File: src/sv/vwc_pkg.sv
`default_nettype none
package vwc_pkg;

	localparam int FRACTION_BITS = 16;
	localparam int MAX_DIM       = 1024;
	localparam int SAMPLE_W      = 16;
	localparam int INT_W         = FRACTION_BITS + 1;
	localparam int CLASS_W       = 8;
	localparam int COORD_W       = $clog2(MAX_DIM);
	localparam int DIM_W         = 11;
	localparam int CFG_IDX_W     = 3;
	localparam int CFG_DATA_W    = 16;
	localparam int NUM_W         = SAMPLE_W + FRACTION_BITS;
	localparam int QBITS         = INT_W;
	localparam int STEP_W        = $clog2(QBITS);
	localparam int Q_DEPTH       = 2;
	localparam int PTR_W         = $clog2(Q_DEPTH);
	localparam int CNT_W         = $clog2(Q_DEPTH + 1);

	localparam logic [INT_W-1:0] INT_ONE     = INT_W'(1) << FRACTION_BITS;
	localparam logic [DIM_W-1:0] DIM_MAX     = DIM_W'(MAX_DIM);

	typedef enum logic [CFG_IDX_W-1:0] {
		REG_MODE   = 3'd0,
		REG_LOW    = 3'd1,
		REG_HIGH   = 3'd2,
		REG_CLASSES = 3'd3,
		REG_WIDTH  = 3'd4,
		REG_HEIGHT = 3'd5,
		REG_DEPTH  = 3'd6
	} cfg_reg_t;

	typedef enum logic [1:0] {
		B_IDLE,
		B_DIV,
		B_DONE
	} back_state_t;

	typedef struct packed {
		logic                  needs_div;
		logic [NUM_W-1:0]      num_int;
		logic [NUM_W-1:0]      num_cls;
		logic [SAMPLE_W-1:0]   divisor;
		logic [INT_W-1:0]      intensity;
		logic [CLASS_W-1:0]    class_index;
		logic                  discard;
		logic [COORD_W-1:0]    col;
		logic [COORD_W-1:0]    row;
		logic [COORD_W-1:0]    slice;
		logic                  last;
	} cmd_t;

endpackage
`default_nettype wire

File: src/sv/vwc_ifs.sv
`default_nettype none
interface vwc_in_if import vwc_pkg::*; ();
	logic                valid;
	logic                ready;
	logic [SAMPLE_W-1:0] sample;

	modport source (output valid, output sample, input ready);
	modport sink (input valid, input sample, output ready);
endinterface

interface vwc_out_if import vwc_pkg::*; ();
	logic               valid;
	logic               ready;
	logic [INT_W-1:0]   intensity;
	logic [CLASS_W-1:0] class_index;
	logic               discard;
	logic [COORD_W-1:0] col;
	logic [COORD_W-1:0] row;
	logic [COORD_W-1:0] slice;
	logic               last;

	modport source (output valid, output intensity, output class_index, output discard,
		output col, output row, output slice, output last, input ready);
	modport sink (input valid, input intensity, input class_index, input discard,
		input col, input row, input slice, input last, output ready);
endinterface

interface vwc_cfg_if import vwc_pkg::*; ();
	logic                  valid;
	logic                  ready;
	logic [CFG_IDX_W-1:0]  index;
	logic [CFG_DATA_W-1:0] data;

	modport source (output valid, output index, output data, input ready);
	modport sink (input valid, input index, input data, output ready);
endinterface
`default_nettype wire

File: src/sv/vwc_queue.sv
`default_nettype none
module vwc_queue import vwc_pkg::*; (
	input  wire logic clk,
	input  wire logic arst_n,
	input  wire logic push,
	input  wire cmd_t push_data,
	output logic      full,
	input  wire logic pop,
	output cmd_t      head,
	output logic      empty
);

	cmd_t             mem_q [Q_DEPTH];
	logic [PTR_W-1:0] wr_ptr_q;
	logic [PTR_W-1:0] rd_ptr_q;
	logic [CNT_W-1:0] count_q;

	assign full  = (count_q == CNT_W'(Q_DEPTH));
	assign empty = (count_q == '0);
	assign head  = mem_q[rd_ptr_q];

	always_ff @(posedge clk) begin
		if (push) begin
			mem_q[wr_ptr_q] <= push_data;
		end
	end

	always_ff @(posedge clk or negedge arst_n) begin
		if (!arst_n) begin
			wr_ptr_q <= '0;
			rd_ptr_q <= '0;
			count_q  <= '0;
		end else begin
			if (push) begin
				wr_ptr_q <= (wr_ptr_q == PTR_W'(Q_DEPTH - 1)) ? '0 : wr_ptr_q + 1'b1;
			end
			if (pop) begin
				rd_ptr_q <= (rd_ptr_q == PTR_W'(Q_DEPTH - 1)) ? '0 : rd_ptr_q + 1'b1;
			end
			if (push && !pop) begin
				count_q <= count_q + 1'b1;
			end else if (pop && !push) begin
				count_q <= count_q - 1'b1;
			end
		end
	end

	a_no_overflow: assert property (@(posedge clk) disable iff (!arst_n)
		!(push && full))
		else $error("request pushed into full queue");
	a_no_underflow: assert property (@(posedge clk) disable iff (!arst_n)
		!(pop && empty))
		else $error("request popped from empty queue");
	a_count_bound: assert property (@(posedge clk) disable iff (!arst_n)
		count_q <= CNT_W'(Q_DEPTH))
		else $error("queue count out of range");

endmodule
`default_nettype wire

File: src/sv/vwc_front.sv
`default_nettype none
module vwc_front import vwc_pkg::*; (
	input  wire logic  clk,
	input  wire logic  arst_n,
	vwc_in_if.sink     samples,
	vwc_cfg_if.sink    cfg,
	input  wire logic  q_full,
	output logic       q_push,
	output cmd_t       q_data
);

	logic                mode_q;
	logic [SAMPLE_W-1:0] low_q;
	logic [SAMPLE_W-1:0] high_q;
	logic [CLASS_W-1:0]  classes_q;
	logic [DIM_W-1:0]    width_q;
	logic [DIM_W-1:0]    height_q;
	logic [DIM_W-1:0]    depth_q;
	logic [COORD_W-1:0]  col_q;
	logic [COORD_W-1:0]  row_q;
	logic [COORD_W-1:0]  slice_q;

	logic [DIM_W-1:0]    w_eff;
	logic [DIM_W-1:0]    h_eff;
	logic [DIM_W-1:0]    d_eff;
	logic                col_end;
	logic                row_end;
	logic                slice_end;
	logic [SAMPLE_W-1:0] delta;
	logic [SAMPLE_W-1:0] span;
	logic [SAMPLE_W+CLASS_W-1:0] prod;

	function automatic logic [DIM_W-1:0] eff_dim(input logic [DIM_W-1:0] v);
		return (v == '0 || v > DIM_MAX) ? DIM_MAX : v;
	endfunction

	assign cfg.ready     = 1'b1;
	assign samples.ready = !q_full;
	assign q_push        = samples.valid && !q_full;

	assign w_eff     = eff_dim(width_q);
	assign h_eff     = eff_dim(height_q);
	assign d_eff     = eff_dim(depth_q);
	assign col_end   = ({1'b0, col_q} + DIM_W'(1)) >= w_eff;
	assign row_end   = ({1'b0, row_q} + DIM_W'(1)) >= h_eff;
	assign slice_end = ({1'b0, slice_q} + DIM_W'(1)) >= d_eff;

	assign delta = samples.sample - low_q;
	assign span  = high_q - low_q;
	assign prod  = (SAMPLE_W+CLASS_W)'(classes_q) * (SAMPLE_W+CLASS_W)'(delta);

	always_comb begin
		q_data             = '0;
		q_data.col         = col_q;
		q_data.row         = row_q;
		q_data.slice       = slice_q;
		q_data.last        = col_end && row_end && slice_end;
		priority if (!mode_q) begin
			// s * 2^16 / 255 rounded: s * 257 plus one for the upper half
			q_data.intensity = {1'b0, samples.sample[7:0], samples.sample[7:0]}
				+ INT_W'(samples.sample[7]);
		end else if (samples.sample < low_q) begin
			q_data.discard   = 1'b1;
		end else if (samples.sample >= high_q) begin
			q_data.intensity = INT_ONE;
			if (samples.sample == high_q) begin
				q_data.class_index = classes_q;
			end else begin
				q_data.discard = 1'b1;
			end
		end else begin
			q_data.needs_div = 1'b1;
			q_data.num_int   = {delta, FRACTION_BITS'(0)} + NUM_W'(span[SAMPLE_W-1:1]);
			q_data.num_cls   = NUM_W'(prod);
			q_data.divisor   = span;
		end
	end

	always_ff @(posedge clk or negedge arst_n) begin
		if (!arst_n) begin
			mode_q    <= 1'b0;
			low_q     <= '0;
			high_q    <= '1;
			classes_q <= CLASS_W'(6);
			width_q   <= DIM_MAX;
			height_q  <= DIM_MAX;
			depth_q   <= DIM_MAX;
		end else if (cfg.valid) begin
			unique case (cfg.index)
				REG_MODE:    mode_q    <= cfg.data[0];
				REG_LOW:     low_q     <= cfg.data[SAMPLE_W-1:0];
				REG_HIGH:    high_q    <= cfg.data[SAMPLE_W-1:0];
				REG_CLASSES: classes_q <= cfg.data[CLASS_W-1:0];
				REG_WIDTH:   width_q   <= cfg.data[DIM_W-1:0];
				REG_HEIGHT:  height_q  <= cfg.data[DIM_W-1:0];
				REG_DEPTH:   depth_q   <= cfg.data[DIM_W-1:0];
				default: begin
				end
			endcase
		end
	end

	always_ff @(posedge clk or negedge arst_n) begin
		if (!arst_n) begin
			col_q   <= '0;
			row_q   <= '0;
			slice_q <= '0;
		end else if (q_push) begin
			if (!col_end) begin
				col_q <= col_q + 1'b1;
			end else begin
				col_q <= '0;
				if (!row_end) begin
					row_q <= row_q + 1'b1;
				end else begin
					row_q <= '0;
					slice_q <= slice_end ? '0 : slice_q + 1'b1;
				end
			end
		end
	end

endmodule
`default_nettype wire

File: src/sv/vwc_back.sv
`default_nettype none
module vwc_back import vwc_pkg::*; (
	input  wire logic clk,
	input  wire logic arst_n,
	input  wire logic q_empty,
	input  wire cmd_t q_head,
	output logic      q_pop,
	vwc_out_if.source results
);

	back_state_t         state_q;
	back_state_t         state_d;
	logic [STEP_W-1:0]   step_q;
	cmd_t                cmd_q;
	logic [SAMPLE_W-1:0] rem_int_q;
	logic [SAMPLE_W-1:0] rem_cls_q;
	logic [QBITS-1:0]    nq_int_q;
	logic [QBITS-1:0]    nq_cls_q;
	logic                out_valid_q;

	logic                out_free;
	logic                start;
	logic                load_direct;
	logic                load_div;
	logic [SAMPLE_W:0]   sh_int;
	logic [SAMPLE_W:0]   sh_cls;
	logic                ge_int;
	logic                ge_cls;
	logic [SAMPLE_W:0]   diff_int;
	logic [SAMPLE_W:0]   diff_cls;

	assign out_free      = !out_valid_q || results.ready;
	assign results.valid = out_valid_q;

	assign sh_int   = {rem_int_q, nq_int_q[QBITS-1]};
	assign sh_cls   = {rem_cls_q, nq_cls_q[QBITS-1]};
	assign ge_int   = sh_int >= {1'b0, cmd_q.divisor};
	assign ge_cls   = sh_cls >= {1'b0, cmd_q.divisor};
	assign diff_int = sh_int - {1'b0, cmd_q.divisor};
	assign diff_cls = sh_cls - {1'b0, cmd_q.divisor};

	always_comb begin
		state_d     = state_q;
		q_pop       = 1'b0;
		start       = 1'b0;
		load_direct = 1'b0;
		load_div    = 1'b0;
		unique case (state_q)
			B_IDLE: begin
				if (!q_empty) begin
					if (q_head.needs_div) begin
						q_pop   = 1'b1;
						start   = 1'b1;
						state_d = B_DIV;
					end else if (out_free) begin
						q_pop       = 1'b1;
						load_direct = 1'b1;
					end
				end
			end
			B_DIV: begin
				if (step_q == STEP_W'(QBITS - 1)) begin
					state_d = B_DONE;
				end
			end
			B_DONE: begin
				if (out_free) begin
					load_div = 1'b1;
					state_d  = B_IDLE;
				end
			end
			default: state_d = B_IDLE;
		endcase
	end

	always_ff @(posedge clk or negedge arst_n) begin
		if (!arst_n) begin
			state_q     <= B_IDLE;
			out_valid_q <= 1'b0;
		end else begin
			state_q <= state_d;
			if (load_direct || load_div) begin
				out_valid_q <= 1'b1;
			end else if (results.ready) begin
				out_valid_q <= 1'b0;
			end
		end
	end

	always_ff @(posedge clk) begin
		if (start) begin
			cmd_q     <= q_head;
			step_q    <= '0;
			rem_int_q <= SAMPLE_W'(q_head.num_int[NUM_W-1:QBITS]);
			rem_cls_q <= SAMPLE_W'(q_head.num_cls[NUM_W-1:QBITS]);
			nq_int_q  <= q_head.num_int[QBITS-1:0];
			nq_cls_q  <= q_head.num_cls[QBITS-1:0];
		end else if (state_q == B_DIV) begin
			step_q    <= step_q + 1'b1;
			rem_int_q <= ge_int ? diff_int[SAMPLE_W-1:0] : sh_int[SAMPLE_W-1:0];
			rem_cls_q <= ge_cls ? diff_cls[SAMPLE_W-1:0] : sh_cls[SAMPLE_W-1:0];
			nq_int_q  <= {nq_int_q[QBITS-2:0], ge_int};
			nq_cls_q  <= {nq_cls_q[QBITS-2:0], ge_cls};
		end
	end

	always_ff @(posedge clk) begin
		if (load_direct) begin
			results.intensity   <= q_head.intensity;
			results.class_index <= q_head.class_index;
			results.discard     <= q_head.discard;
			results.col         <= q_head.col;
			results.row         <= q_head.row;
			results.slice       <= q_head.slice;
			results.last        <= q_head.last;
		end else if (load_div) begin
			results.intensity   <= nq_int_q;
			results.class_index <= nq_cls_q[CLASS_W-1:0];
			results.discard     <= 1'b0;
			results.col         <= cmd_q.col;
			results.row         <= cmd_q.row;
			results.slice       <= cmd_q.slice;
			results.last        <= cmd_q.last;
		end
	end

	a_step_range: assert property (@(posedge clk) disable iff (!arst_n)
		state_q == B_DIV |-> step_q < STEP_W'(QBITS))
		else $error("divider step out of range");
	a_pop_only_idle: assert property (@(posedge clk) disable iff (!arst_n)
		q_pop |-> state_q == B_IDLE)
		else $error("request popped while divider busy");
	a_discard_class: assert property (@(posedge clk) disable iff (!arst_n)
		out_valid_q && results.discard |-> results.class_index == '0)
		else $error("discarded voxel carries a class");
	a_div_no_discard: assert property (@(posedge clk) disable iff (!arst_n)
		load_div |=> !results.discard)
		else $error("divided voxel flagged discard");

endmodule
`default_nettype wire

File: src/sv/voxel_window_classifier.sv
// A voxel that needs no division (8-bit mode, or outside the window or at its upper
// bound) goes via the request queue to the output register, one per cycle while
// results.ready holds and no division is under way. Inside the window, voxels go one
// at a time through the shared radix-2 divider, one quotient bit a cycle.
// A two-entry request queue sits between the front and the divider.
// Reset: arst_n clears counters, queue and control, and loads register defaults.
`default_nettype none
module voxel_window_classifier import vwc_pkg::*; (
	input  wire logic clk,
	input  wire logic arst_n,
	vwc_in_if.sink    samples,
	vwc_cfg_if.sink   cfg,
	vwc_out_if.source results
);

	logic q_push;
	logic q_full;
	logic q_pop;
	logic q_empty;
	cmd_t q_data;
	cmd_t q_head;

	vwc_front u_front (
		.clk     (clk),
		.arst_n  (arst_n),
		.samples (samples),
		.cfg     (cfg),
		.q_full  (q_full),
		.q_push  (q_push),
		.q_data  (q_data)
	);

	vwc_queue u_queue (
		.clk       (clk),
		.arst_n    (arst_n),
		.push      (q_push),
		.push_data (q_data),
		.full      (q_full),
		.pop       (q_pop),
		.head      (q_head),
		.empty     (q_empty)
	);

	vwc_back u_back (
		.clk     (clk),
		.arst_n  (arst_n),
		.q_empty (q_empty),
		.q_head  (q_head),
		.q_pop   (q_pop),
		.results (results)
	);

endmodule
`default_nettype wire
File: src/flat_wrapper.sv
// flat-port wrapper written by rule: the top's interface ports become plain ports
module voxel_window_classifier_flat import vwc_pkg::*;
  (clk, arst_n, samples_valid, samples_sample, samples_ready, cfg_valid, cfg_index, cfg_data, cfg_ready, results_valid, results_intensity, results_class_index, results_discard, results_col, results_row, results_slice, results_last, results_ready);
  vwc_in_if samples_i ();
  vwc_cfg_if cfg_i ();
  vwc_out_if results_i ();
  input  wire logic clk;
  input  wire logic arst_n;
  input wire logic [$bits(samples_i.valid)-1:0] samples_valid;
  input wire logic [$bits(samples_i.sample)-1:0] samples_sample;
  output wire logic [$bits(samples_i.ready)-1:0] samples_ready;
  input wire logic [$bits(cfg_i.valid)-1:0] cfg_valid;
  input wire logic [$bits(cfg_i.index)-1:0] cfg_index;
  input wire logic [$bits(cfg_i.data)-1:0] cfg_data;
  output wire logic [$bits(cfg_i.ready)-1:0] cfg_ready;
  output wire logic [$bits(results_i.valid)-1:0] results_valid;
  output wire logic [$bits(results_i.intensity)-1:0] results_intensity;
  output wire logic [$bits(results_i.class_index)-1:0] results_class_index;
  output wire logic [$bits(results_i.discard)-1:0] results_discard;
  output wire logic [$bits(results_i.col)-1:0] results_col;
  output wire logic [$bits(results_i.row)-1:0] results_row;
  output wire logic [$bits(results_i.slice)-1:0] results_slice;
  output wire logic [$bits(results_i.last)-1:0] results_last;
  input wire logic [$bits(results_i.ready)-1:0] results_ready;
  assign samples_i.valid = samples_valid;
  assign samples_i.sample = samples_sample;
  assign samples_ready = samples_i.ready;
  assign cfg_i.valid = cfg_valid;
  assign cfg_i.index = cfg_index;
  assign cfg_i.data = cfg_data;
  assign cfg_ready = cfg_i.ready;
  assign results_valid = results_i.valid;
  assign results_intensity = results_i.intensity;
  assign results_class_index = results_i.class_index;
  assign results_discard = results_i.discard;
  assign results_col = results_i.col;
  assign results_row = results_i.row;
  assign results_slice = results_i.slice;
  assign results_last = results_i.last;
  assign results_i.ready = results_ready;
  voxel_window_classifier u_core (.clk(clk), .arst_n(arst_n), .samples(samples_i), .cfg(cfg_i), .results(results_i));
endmodule
File: config.mk
export PLATFORM = sky130hd
export DESIGN_NAME = voxel_window_classifier_flat
export DESIGN_NICKNAME = d
export VERILOG_FILES = /design/src/sv/vwc_pkg.sv /design/src/sv/vwc_ifs.sv /design/src/sv/vwc_queue.sv /design/src/sv/vwc_front.sv /design/src/sv/vwc_back.sv /design/src/sv/voxel_window_classifier.sv /design/src/flat_wrapper.sv
export SDC_FILE = /design/constraint.sdc
export NUM_CORES = 1
export LEC_CHECK = 0
export BUFFER_PORTS_ARGS = -buffer_cell sky130_fd_sc_hd__buf_4
export CELL_PAD_IN_SITES_DETAIL_PLACEMENT = 0
export CELL_PAD_IN_SITES_GLOBAL_PLACEMENT = 1
export CORE_ASPECT_RATIO = 1.5
export CORE_MARGIN = 2
export CORE_UTILIZATION = 55
export DETAILED_ROUTE_END_ITERATION = 10
export GPL_ROUTABILITY_DRIVEN = 1
export PLACE_DENSITY = 0.89
export SLEW_MARGIN = 40
export SYNTH_ARGS = -nofsm -noshare
export SYNTH_HDL_FRONTEND = slang
export SYNTH_SLANG_ARGS = --single-unit
export TNS_END_PERCENT = 100
File: constraint.sdc
create_clock -name clk -period 17.9 [get_ports clk]
set_input_delay 2.685 -clock clk [delete_from_list [all_inputs] [get_ports clk]]
set_output_delay 2.685 -clock clk [all_outputs]
set_load 0.01 [all_outputs]
* Word-level counts from Yosys, hierarchy flattened
Memories as Yosys holds them, arrays and structs flattened.
Cells that the tools add are included.
** Word-level totals
- Input bits :: 40
- Register bits :: 286
- Bits in latches :: 0
- Output and inout port bits :: 60
- Bits in writable memories :: 276
- Memory bits (read-only) :: 0
- Memories :: 1
- Logic and storage cells :: 175
** Cells by class
- Add/sub/neg operators :: 17
- Eq/ne operators :: 15
- Mux-type cells :: 63
- Shifts and indexed selects :: 0
- Div/mod/pow operators :: 0
- $lt $le $gt $ge :: 10
- Reduce and logical (&&, ||, !) cells :: 34
- Bitwise gates (word level) :: 0
- Multiply operators :: 1
** Memories
- u_core.u_queue.mem_q :: depth 2, bits a word 138, rd ports 1, clocked after Yosys merged registers in 0, write ports 1, RTL line vwc_queue.sv:13 : cmd_t mem_q [Q_DEPTH];
** Operators with widths (number)
- $mux 81 :: 2
- $mux 17 :: 7
- $mux 106 :: 1
- $mux 10 :: 9
- $sub 16x16->16 :: 4
- $mux 15 :: 4
- $ge 17x16->1 :: 2
- $add 10x1->11 const B :: 3
- $ge 11x11->1 :: 3
- $gt 11x11->1 const B :: 3
- $logic_not 11->1 :: 3
- $mux 11 :: 3
- $add 32x15->32 :: 1
- $mux 16 :: 2
- $add 10x1->10 const B :: 3
- $mux 26 :: 1
- $mul 8x16->24 :: 1
- $mux 8 :: 3
- $mux 1 :: 23
- $add 16x1->17 :: 1
- $eq 16x16->1 :: 1
- $ge 16x16->1 :: 1
- $lt 16x16->1 :: 1
- $reduce_and 2->1 :: 8
- other kinds (22) :: 50

* Longest topological paths before layout
- Word-level depth :: 9
- Mapped depth :: 27
- Depth with buffers taken out :: 25

* Hierarchy
A second synthesis with hierarchy kept.
** Unflattened totals
- Cell total of the unflattened synthesis :: 2540
- Area, all modules :: 31072.3 um2
** Modules (own cells, without submodules)
- vwc_front :: times used 1, sequential area each 2628.8 um2, area each 12099.1 um2, cells an instance 1380
- vwc_queue :: times used 1, sequential area each 8388.0 um2, area each 10177.3 um2, cells an instance 445
- vwc_back :: times used 1, sequential area each 5260.0 um2, area each 8795.9 um2, cells an instance 715

* Worst setup path after synthesis
No wires, ideal clock.
- Path type :: input-to-reg
- Start :: input samples_sample[0]
- End :: memory u_core.u_queue.mem_q[0][95] (netlist bit) (data pin)
- Stages on the path :: 27
- Data required time :: 17.728 ns
- Data arrival time :: 8.516 ns
- Library setup time :: 0.172 ns
- Buffers on the path :: 2
- Slack :: 9.212 ns
- Path through :: inv_1 -> ha_1 -> fa_1 -> nor2b_1 -> o31a_1 -> o21ai_1 -> a21oi_1 -> or4_1 -> clkbuf_1 -> nand3_1 -> nand2_1 -> fa_1 -> inv_1 -> fa_1 -> fa_1 -> inv_1 -> fa_1 -> inv_1 -> ha_1 -> clkbuf_1 -> and3_1 -> a221o_1 -> a21oi_1 -> o31ai_1 -> and3_1 -> o31a_1 -> nor3_1
** RTL lines
- from (decl) :: RTL line flat_wrapper.sv:10 : input wire logic [$bits(samples_i.sample)-1:0] samples_sample;
- to (decl) :: RTL line vwc_queue.sv:13

==> summary.md <==
| Metric | Value |
|---|---|
| Status | finished, final reports clean |
| Ys flop type | edfxtp_1 |
| HPWL after DPL | 48740 um |
| Min cycle time layout | 9.055 ns |
| Initial Util | 0.5573 |
| Hold buffer count at CTS | 0 |
| WL per Instance | 20.38 um |
| Die footprint | 54390 sq um |
| P&R area growth vs syn | 10.73% |
| Area of the multi-input gates | 13060 sq um |
| Worst path max stage delay | 0.57 ns |
| Clock Skew | 0.01968 ns |
| Hold Path Class | reg2reg |
| Syn Nets | 2798 |
| Synthesis warning total | 0 |
| Max clock buf depth | 3 |
| CTS Buf Count | 47 |
| Synthesized flop and latch total | 512 |
| Initial drt markers | 1412 |
| CTS H-tree lvls | 2 |
| Max-cap violations | 0 |
| Global-route wire length before repair | 106400 um |
| Post-synthesis cell count | 2506 |
| Rows | 102 |
| Synth async-reset ratio | 0.2168 |
| Slowest cell on crit path | xnor2_1 |
| CTS tree | done |
| TNS Setup | 0 ns |
| Final WL | 67430 um |
| DIE HEIGHT | 284.6 um |
| Die W | 191.1 um |
| Cell area after synthesis | 28880 sq um |
| Cell taking the most area after synthesis | edfxtp_1 |
| Final RePlAce weighted congestion | 0.8964 |
| DRC Markers | 0 |
| Most numerous cell in the Yosys netlist | edfxtp_1 |
| N_diodes | 0 |
| Final Hold Vio Count | 0 |
| Initial antenna violation count | 0 |
| Clk root buf | clkbuf_16 |
| Storage cell area | 14780 sq um |
| Clk_lat worst skew | 0.58 ns |
| Cts repair resizes | 0 |
| EDFF count, synth | 394 |
| Proportion of layout cells with a drive suffix above 1 | 0.1383 |
| Distinct cells, synth | 77 |
| Core area | 51810 sq um |
| Crit Path Class | in2reg |
| Top-Level Pins | 100 |
| FILL cells | 4123 |
| Synth top area share | 0.4097 |
| Via/cell ratio | 5.813 |
| Largest net degree at the start of global routing | 75 |
| Achievable Freq | 110.4 MHz |
| Worst endpoint required time | 18.28 ns |
| CP max FO | 9 |
| Sequential fraction of the synthesis area | 0.5117 |
| 1st-pass router iterations | 5 |
| Num Clock Sinks | 512 |
| CP Capture Type | register |
| Antenna-violating nets left | 0 |
| Worst slew pin tran | 0.9004 ns |
| Number of global-route vias before repair | 19819 |
| Synth top cells by count | edfxtp_1 (394), nand2_1 (228), inv_1 (202), o21ai_0 (166), ha_1 (164) |
| Top cells by area, synth | edfxtp_1 (41%), dfrtp_1 (7.8%), ha_1 (7.1%) |
| Setup Viol. Count Final | 0 |
| Arrival @ worst endpoint | 9.43 ns |
| CP Launch Type | input port |
| DR vias | 19230 |
| Crit share post-route | 0.5058 |
| Post-CTS Setup Inserts | 0 |
| Slew HR | 0.3997 |
| Clock-pin slew of the registers on the worst-case setup and hold paths | 0.06 ns |
| RSZ-0062 raised after global routing | no |
| Global route total overflow | 0 |
| Layout Nets | 2886 |
| Most common cell on crit path | fa_1 |
| GRT Overall Usage | 0.2518 |
| Number of port buffers | 98 |
| Slew Limit Fails | 0 |
| Mean Syn Cell Area | 11.52 sq um |
## final timing paths
path | start | end | slack [ns] | depth (start not counted)
max in group asynchronous | arst_n | u_core.u_queue.rd_ptr_q$_DFFE_PN0P_ | 14.66 | 2
setup / recovery | samples_sample[0] | u_core.u_queue.mem_q[1][95]$_DFFE_PP_ | 8.85 | 26
hold / removal | u_core.u_back.rem_int_q[15]$_SDFFE_PP0P_ | u_core.u_back.rem_int_q[15]$_SDFFE_PP0P_ | 0.47 | 2
setup reg to reg | u_core.u_front.low_q[0]$_DFFE_PN0P_ | u_core.u_queue.mem_q[1][95]$_DFFE_PP_ | 10.74 | 24
hold reg to reg | u_core.u_back.rem_int_q[15]$_SDFFE_PP0P_ | u_core.u_back.rem_int_q[15]$_SDFFE_PP0P_ | 0.47 | 2
min in group asynchronous | arst_n | u_core.u_front.depth_q[8]$_DFFE_PN0P_ | 2.13 | 1
## cell usage in the layout, fill, tap and decap left out, drive strengths merged, types with 60 or more instances in the layout
cell,netlist,layout
edfxtp,394,394
and2,87,87
nor2,152,152
o21ai,167,167
dfrtp,90,90
mux2i,69,69
clkbuf,57,60
mux2,123,123
buf,27,123
ha,164,164
inv,203,205
nand2,228,228
a21oi,89,89
fa,88,88
## flip-flops by register name, indices dropped and copies added, names as in the netlist, 11 cells and up
register,flops
u_core.u_back.cmd_q,47
u_core.u_back.nq_cls_q,17
u_core.u_back.nq_int_q,17
u_core.u_back.rem_cls_q,16
u_core.u_back.rem_int_q,16
u_core.u_back.results.intensity,17
u_core.u_front.depth_q,11
u_core.u_front.height_q,11
u_core.u_front.high_q,16
u_core.u_front.low_q,16
u_core.u_front.width_q,11
u_core.u_queue.mem_q,226
## kinds of logic (layout without fill, tap and decap cells)
group                      Yosys count  in the layout  share of synthesized area
and+or+nand+nor                    729            729                     0.1232
DFF                                512            512                     0.5117
AOI/OAI and AO/OA                  445            445                    0.09572
buffers and inverters              288            414                    0.03891
adders and majority gates          252            252                     0.1321
muxes                              192            192                    0.07189
xor gates and xnor gates            87             87                    0.02639
other                                1              1                  0.0001299
## cell type report
| cell class | count | area share |
|---|---|---|
| sequential | 512 | 0.4622 |
| inverter | 204 | 0.02403 |
| clock inverter | 27 | 0.007552 |
| clock buffer | 60 | 0.04058 |
| tap | 676 | 0.02645 |
| multi-input combinational | 1706 | 0.4086 |
| timing repair buffer | 123 | 0.03060 |
## through the flow
stage          hold slack, ns  area, sq um  worst slack, ns  cells  utilization
6_report               0.4710        31970            8.845   3308       0.6171
3_3_place_gp           0.4546        30340            8.559   3219       0.5855
4_1_cts                0.4720        31950            8.861   3308       0.6166
2_1_floorplan          0.4344        28880            9.212   2506            -
3_5_place_dp           0.4532        30410            8.274   3221       0.5869
5_1_grt                0.5203        31970            8.390   3308       0.6171
## critical path, delay by kind of cell
family	cells	cell delay [ns]
buf+inv	5	0.32
compound gates	7	1.53
fa+ha+maj	7	3.15
simple gates	6	1.18
xor+xnor	1	0.57
## per-layer routing
metal  vias to the layer above  share of wire  track usage
met3                       161          0.048      0.03173
met2                       512           0.50       0.4313
met1                      9471           0.41       0.3176
li1                       9086              -            -
met4                         0          0.047       0.1144
met5                         -              0            0
Power is not shown: default switching activity piles up to over one toggle a cycle in this logic, so the estimate is an artifact.
